[src/hw/rtl/bsbi_pkg.sv]
`timescale 1ns / 1ps
`default_nettype none

package bsbi_pkg;

   localparam int MAX_BITS   = 65536;
   localparam int WORD_BITS  = 32;
   localparam int WORD_SHIFT = $clog2(WORD_BITS);
   localparam int WORD_NUM_W = $clog2(MAX_BITS / WORD_BITS);
   localparam int NWORDS_W   = WORD_NUM_W + 1;
   localparam int LEN_W      = 17;
   localparam int INDEX_W    = 32;
   localparam int VALID_W    = WORD_SHIFT + 1;
   localparam int CSR_W      = 32;

   localparam logic CSR_LENGTH_BITS = 1'b0;
   localparam logic CSR_BASE_OFFSET = 1'b1;

   typedef logic [WORD_BITS-1:0] word_type;

   typedef enum logic {
      ST_IDLE,
      ST_SCAN
   } state_type;

   typedef struct packed {
      logic load;
      logic shift;
      logic emit;
   } cmd_type;

   typedef struct packed {
      logic empty;
      logic bit0;
      logic last;
      logic out_free;
   } sts_type;

   function automatic word_type low_mask(input logic [VALID_W-1:0] n);
      word_type m;
      for (int i = 0; i < WORD_BITS; i++) begin
         m[i] = (VALID_W'(i) < n);
      end
      return m;
   endfunction

endpackage

`default_nettype wire

[src/hw/rtl/bitmap_set_bit_indexer_unit.sv]
// Set-bit index enumerator for a bitmap streamed one 32-bit word at a time.
// req channel: one bitmap word per transfer, lowest word of the bitmap first.
// rsp channel: one word per set bit, lowest bit first; tdata is the bit index
// (word number * 32 + bit position + base offset, mod 2^32), tlast marks the
// last index of an input word. An all-zero word yields nothing.
// csr port: index 0 writes length_bits, index 1 writes the base offset; write
// only while no word is in flight.
// Flow: an accepted word is loaded into the bit scanner, and each index is then
// registered in the output register. The bit scanner walks one bit per cycle,
// pausing at a set bit while the output register cannot take an index, and
// stops after the highest counted set bit. The next word is taken once the last
// index has been loaded into the output register.
// Reset: length_bits returns to 65536, the base offset and the word counter
// to 0, and the output register is emptied.
// Stall: while rsp_tready is low the output register holds its word and the
// scanner waits at the next set bit.
`timescale 1ns / 1ps
`default_nettype none

module bitmap_set_bit_indexer_unit
   import bsbi_pkg::*;
(
   input  wire logic               clock,
   input  wire logic               reset,
   input  wire logic               csr_we,
   input  wire logic               csr_index,
   input  wire logic [CSR_W-1:0]   csr_wdata,
   input  wire logic               req_tvalid,
   output logic                    req_tready,
   input  wire logic [WORD_BITS-1:0] req_tdata,  // [31:0] bitmap_word
   output logic                    rsp_tvalid,
   input  wire logic               rsp_tready,
   output logic [INDEX_W-1:0]      rsp_tdata,    // [31:0] bit_index
   output logic                    rsp_tlast     // last_of_word
);

   cmd_type cmd;
   sts_type sts;

   bsbi_ctrl u_ctrl (
      .clock      (clock),
      .reset      (reset),
      .req_tvalid (req_tvalid),
      .req_tready (req_tready),
      .sts        (sts),
      .cmd        (cmd)
   );

   bsbi_dpath u_dpath (
      .clock      (clock),
      .reset      (reset),
      .csr_we     (csr_we),
      .csr_index  (csr_index),
      .csr_wdata  (csr_wdata),
      .req_tdata  (req_tdata),
      .cmd        (cmd),
      .sts        (sts),
      .rsp_tvalid (rsp_tvalid),
      .rsp_tready (rsp_tready),
      .rsp_tdata  (rsp_tdata),
      .rsp_tlast  (rsp_tlast)
   );

endmodule

`default_nettype wire

[src/hw/rtl/bsbi_ctrl.sv]
`timescale 1ns / 1ps
`default_nettype none

module bsbi_ctrl
   import bsbi_pkg::*;
(
   input  wire logic    clock,
   input  wire logic    reset,
   input  wire logic    req_tvalid,
   output logic         req_tready,
   input  wire sts_type sts,
   output cmd_type      cmd
);

   state_type state_ff;
   state_type state_in;

   always_ff @(posedge clock) begin
      if (reset) begin
         state_ff <= ST_IDLE;
      end else begin
         state_ff <= state_in;
      end
   end

   always_comb begin
      state_in = state_ff;
      unique case (state_ff)
         ST_IDLE: begin
            if (req_tvalid) begin
               state_in = ST_SCAN;
            end
         end
         ST_SCAN: begin
            priority if (sts.empty) begin
               state_in = ST_IDLE;
            end else if (sts.bit0 && sts.out_free && sts.last) begin
               state_in = ST_IDLE;
            end
         end
         default: state_in = ST_IDLE;
      endcase
   end

   always_comb begin
      req_tready = 1'b0;
      cmd        = '0;
      unique case (state_ff)
         ST_IDLE: begin
            req_tready = 1'b1;
            cmd.load   = req_tvalid;
         end
         ST_SCAN: begin
            priority if (sts.empty) begin
               cmd = '0;
            end else if (!sts.bit0) begin
               cmd.shift = 1'b1;
            end else if (sts.out_free) begin
               cmd.shift = 1'b1;
               cmd.emit  = 1'b1;
            end
         end
         default: cmd = '0;
      endcase
   end

endmodule

`default_nettype wire

[src/hw/rtl/bsbi_dpath.sv]
`timescale 1ns / 1ps
`default_nettype none

module bsbi_dpath
   import bsbi_pkg::*;
(
   input  wire logic             clock,
   input  wire logic             reset,
   input  wire logic             csr_we,
   input  wire logic             csr_index,
   input  wire logic [CSR_W-1:0] csr_wdata,
   input  wire word_type         req_tdata,
   input  wire cmd_type          cmd,
   output sts_type               sts,
   output logic                  rsp_tvalid,
   input  wire logic             rsp_tready,
   output logic [INDEX_W-1:0]    rsp_tdata,
   output logic                  rsp_tlast
);

   logic [LEN_W-1:0]      length_ff;
   logic [INDEX_W-1:0]    offset_ff;
   logic [WORD_NUM_W-1:0] word_num_ff;
   logic [WORD_NUM_W-1:0] word_num_in;
   word_type              shreg_ff;
   logic [INDEX_W-1:0]    idx_ff;
   logic                  rsp_valid_ff;
   logic [INDEX_W-1:0]    rsp_index_ff;
   logic                  rsp_last_ff;

   logic [LEN_W-1:0]      len_clamp;
   logic [LEN_W:0]        len_round;
   logic [NWORDS_W-1:0]   nwords;
   logic [WORD_SHIFT-1:0] rem;
   logic [VALID_W-1:0]    valid_cnt;
   logic                  final_word;
   word_type              word_mask;
   logic [INDEX_W-1:0]    base;

   always_comb begin
      len_clamp = (length_ff > LEN_W'(MAX_BITS)) ? LEN_W'(MAX_BITS) : length_ff;
      len_round = {1'b0, len_clamp} + (LEN_W + 1)'(WORD_BITS - 1);
      nwords    = len_round[WORD_SHIFT +: NWORDS_W];
      rem       = len_clamp[WORD_SHIFT-1:0];
      if (nwords == '0) begin
         final_word = 1'b1;
         valid_cnt  = '0;
      end else begin
         final_word = ({1'b0, word_num_ff} >= (nwords - NWORDS_W'(1)));
         valid_cnt  = (rem == '0) ? VALID_W'(WORD_BITS) : {1'b0, rem};
      end
      word_mask   = final_word ? low_mask(valid_cnt) : '1;
      base        = INDEX_W'({word_num_ff, {WORD_SHIFT{1'b0}}}) + offset_ff;
      word_num_in = final_word ? '0 : word_num_ff + WORD_NUM_W'(1);
   end

   always_ff @(posedge clock) begin
      if (reset) begin
         length_ff <= LEN_W'(MAX_BITS);
         offset_ff <= '0;
      end else if (csr_we) begin
         unique case (csr_index)
            CSR_LENGTH_BITS: length_ff <= csr_wdata[LEN_W-1:0];
            CSR_BASE_OFFSET: offset_ff <= csr_wdata[INDEX_W-1:0];
            default:         offset_ff <= offset_ff;
         endcase
      end
   end

   always_ff @(posedge clock) begin
      if (reset) begin
         word_num_ff <= '0;
         shreg_ff    <= '0;
      end else if (cmd.load) begin
         word_num_ff <= word_num_in;
         shreg_ff    <= req_tdata & word_mask;
      end else if (cmd.shift) begin
         shreg_ff    <= shreg_ff >> 1;
      end
   end

   always_ff @(posedge clock) begin
      if (cmd.load) begin
         idx_ff <= base;
      end else if (cmd.shift) begin
         idx_ff <= idx_ff + INDEX_W'(1);
      end
   end

   always_ff @(posedge clock) begin
      if (reset) begin
         rsp_valid_ff <= 1'b0;
      end else if (cmd.emit) begin
         rsp_valid_ff <= 1'b1;
      end else if (rsp_tready) begin
         rsp_valid_ff <= 1'b0;
      end
   end

   always_ff @(posedge clock) begin
      if (cmd.emit) begin
         rsp_index_ff <= idx_ff;
         rsp_last_ff  <= sts.last;
      end
   end

   always_comb begin
      sts.empty    = (shreg_ff == '0);
      sts.bit0     = shreg_ff[0];
      sts.last     = (shreg_ff[WORD_BITS-1:1] == '0);
      sts.out_free = !rsp_valid_ff || rsp_tready;
   end

   assign rsp_tvalid = rsp_valid_ff;
   assign rsp_tdata  = rsp_index_ff;
   assign rsp_tlast  = rsp_last_ff;

endmodule

`default_nettype wire

[config.mk]
export PLATFORM = sky130hd
export DESIGN_NAME = bitmap_set_bit_indexer_unit
export DESIGN_NICKNAME = d
export VERILOG_FILES = /design/src/hw/rtl/bsbi_pkg.sv /design/src/hw/rtl/bitmap_set_bit_indexer_unit.sv /design/src/hw/rtl/bsbi_ctrl.sv /design/src/hw/rtl/bsbi_dpath.sv
export SDC_FILE = /design/constraint.sdc
export NUM_CORES = 1
export LEC_CHECK = 0
export BUFFER_PORTS_ARGS = -buffer_cell sky130_fd_sc_hd__buf_2
export CAP_MARGIN = 20
export CORE_ASPECT_RATIO = 1.75
export CORE_MARGIN = 2
export CORE_UTILIZATION = 63
export CTS_CLUSTER_SIZE = 14
export DETAILED_ROUTE_END_ITERATION = 8
export GPL_ROUTABILITY_DRIVEN = 0
export PLACE_DENSITY = 0.92
export SKIP_LAST_GASP = 1
export SLEW_MARGIN = 30
export SYNTH_ARGS = -nofsm -noshare
export SYNTH_HDL_FRONTEND = slang
export SYNTH_SLANG_ARGS = --single-unit
[constraint.sdc]
create_clock -name clock -period 5.96 [get_ports clock]
set_input_delay 0.298 -clock clock [delete_from_list [all_inputs] [get_ports clock]]
set_output_delay 0.298 -clock clock [all_outputs]
set_load 0.005 [all_outputs]
==> out/metrics.yaml <==
outcome: "completed"
cts_sinks: 159
overflow: 0
synth_ff_type: "dfxtp_1"
fmax_mhz: 203
ys_warn_count: 0
timing.final.crit_period_ps: 4940
holdBufCountCts: 0
ioPinCount: 105
drc_errors: 0
yosys.cell_types.count: 67
cp-end-kind: "flop"
crit_fanout: 20
drtIter0Drc: 678
vias_per_cell: 6.18
htreeDepth: 4
r2r_slack_ps: 1020
worst_setup_path_start_kind: "flop"
hold_violations: 0
crit_path_top_delay_cell: "nand2_1"
crit_chain: "nor2_1, and2_0, xnor2_1, nand2_1, ha_1, o21ai_0, o21bai_1, o22ai_1, o21ai_0, o221ai_1, ha_1, a211oi_1, nand3_1, o221a_2, nand2_1, o21ai_2, o32ai_1"
wire_per_inst_um: 17.5
cp_top_family: "compound AO/OA/AOI/OAI gates"
yosysSeqAreaShare_pct: 45.4
finalClockSkew_ps: 13.8
path_class: "flop to flop"
peakVddDrop_mv: 0.233
dieWidth_um: 91.5
fin_crit_sh_pct: 82.8
cts-resized-gates: 0
cts_inserted_buffers: 17
first_pass_iters: 5
tns_ps: 0
async_flop_share_pct: 0
drive_gt1_share_pct: 16.3
core_um2: 13200
clk_pin_slew_worst_paths_ps: 70
syn-instance-count: 951
postCtsSetupBuffers: 0
clk-insertion-delay-late_ps: 440
syn_area_um2: 8440
slew_headroom_pct: 34.9
synth-seq-cells: 159
worstPathRequired_ps: 6310
rsz0062_at_grt: "false"
vias: 7559
cpPeakStageDelay_ps: 560
grt_use_total_pct: 29.9
ant_nets: 0
max-clock-path-buffers: 2
root_buffer: "clkbuf_16"
antenna_cells: 0
portBuffers: 104
cts_tree: "done"
power_leakage_uw: 0.00372
cp.arrival_ps: 5280
die_h_um: 157
avgSynthCellArea_um2: 8.87
grt_max_degree: 66
final_util_pct: 73.1
crit_buf_inv: 0
area_delta_synth_final_pct: 14.6
drt-total-wl_um: 21400
grt_pass1_wl_um: 34000
finalSetupViolCount: 0
num_rows: 56
grt_pass1_vias: 7382
antenna_found_initial: 0
slew_violations: 0
finalNetCount: 1133
cellPowerDensity_nw_per_um2: 289
hold_path.class: "input pin to flop"
synth_edf_count: 65
synth_fp_nets: 1048
tightest_slew_ps: 969
die_area_um2: 14400
maxCapViolCount: 0
dp.final_hpwl_um: 14800
initial_core_util_pct: 63.7
placed cells by master, fill, tap and decap left out, types with 9 or more instances in the layout:
cell type    n
nand2_1    200
buf_2      104
dfxtp_1     94
a21oi_1     83
edfxtp_1    65
nor2_1      62
o21ai_0     45
xor2_1      39
xnor2_1     33
mux2i_1     27
ha_1        26
nand3_1     25
nand4_1     19
clkbuf_16   17
nor3_1      16
inv_1       15
nor4_1      12
and3_1      12
o22ai_1     11
buf_4       10
o32ai_1      9
stage by stage:
stage                     instance area [um^2]  total power, uW  hold WS [ps]  std cells  setup slack (ps)
after floorplan                           8440             1570           416        951              2210
after global placement                    9060             1670           442       1191              1540
after detailed placement                  9060             1690           447       1191              1300
after CTS                                 9670             2790          79.8       1223              1170
after global routing                      9670             2890          85.5       1223               690
final                                     9670             2800          85.4       1223              1020
per-layer routing:
metal	wire length, um	share of wire, %	vias up	GRT usage, %
met3	1430	6.7	115	5.79
li1	-	-	3568	-
met4	1420	6.6	0	20.9
met1	7440	35	3499	30.9
met2	11100	52	377	53.7
met5	0	0	-	0
final timing paths:
check | startpoint | end | depth (start not counted)
worst max-delay path | u_dpath.length_ff[1] | u_dpath.shreg_ff[24] | 17
worst min-delay path | req_tdata[16] | u_dpath.shreg_ff[16] | 2
worst max register to register | u_dpath.length_ff[1] | u_dpath.shreg_ff[24] | 17
worst min register to register | u_dpath.offset_ff[0] | u_dpath.offset_ff[0] | 2
power by group:
| part | internal, uW | total, uW | switching [uW] |
|---|---|---|---|
| Combinational | 144 | 364 | 219 |
| Sequential | 1240 | 1320 | 84.7 |
| Clock | 605 | 1120 | 511 |
registers in the layout (all words and copies together) (netlist names):
register / flops
u_dpath.offset_ff: 32
u_ctrl.state_ff: 1
u_dpath.rsp_tvalid: 1
u_dpath.word_num_ff: 11
u_dpath.rsp_tlast: 1
u_dpath.shreg_ff: 32
u_dpath.idx_ff: 32
u_dpath.rsp_tdata: 32
u_dpath.length_ff: 17
synthesized netlist by cell type (5+ instances only):
cell type	number	area, um^2
a211oi_1	5	37.5
a21o_1	5	37.5
a21oi_1	83	415
and2_1	7	43.8
and3_1	12	75.1
and4_1	7	61.3
buf_1	9	33.8
clkbuf_1	32	120
dfxtp_1	94	1880
edfxtp_1	65	1950
ha_1	26	325
inv_1	15	56.3
mux2i_1	27	270
nand2_1	201	754
nand3_1	25	125
nand4_1	19	119
nor2_1	63	236
nor2b_1	6	37.5
nor3_1	16	80.1
nor4_1	13	81.3
o21ai_0	45	225
o22ai_1	11	68.8
o32ai_1	9	78.8
or2_2	7	43.8
xnor2_1	33	289
xor2_1	39	342
kinds of logic (layout without fill, tap and decap cells):
group                    after synthesis  count (layout)  share of synthesized area (%)
buffers and inverters                 64             162                           3.13
AND/OR/NAND/NOR                      400             400                           22.0
adder cells (fa/ha/maj)               27              27                           4.09
XOR/XNOR                              72              72                           7.47
flip-flops                           159             159                           45.4
AO/OA/AOI/OAI                        202             202                           14.6
multiplexers                          27              27                           3.20
layout make-up:
type / instances / area, um^2
timing repair buffer: 114 / 596
fill: 919 / 3570
sequential: 159 / 3830
clock inverter: 15 / 179
clock buffer: 17 / 425
multi-input combinational: 728 / 4360
tap: 174 / 218
inverter: 16 / 60.1
Note: power is estimated with default switching activity, not from simulation.
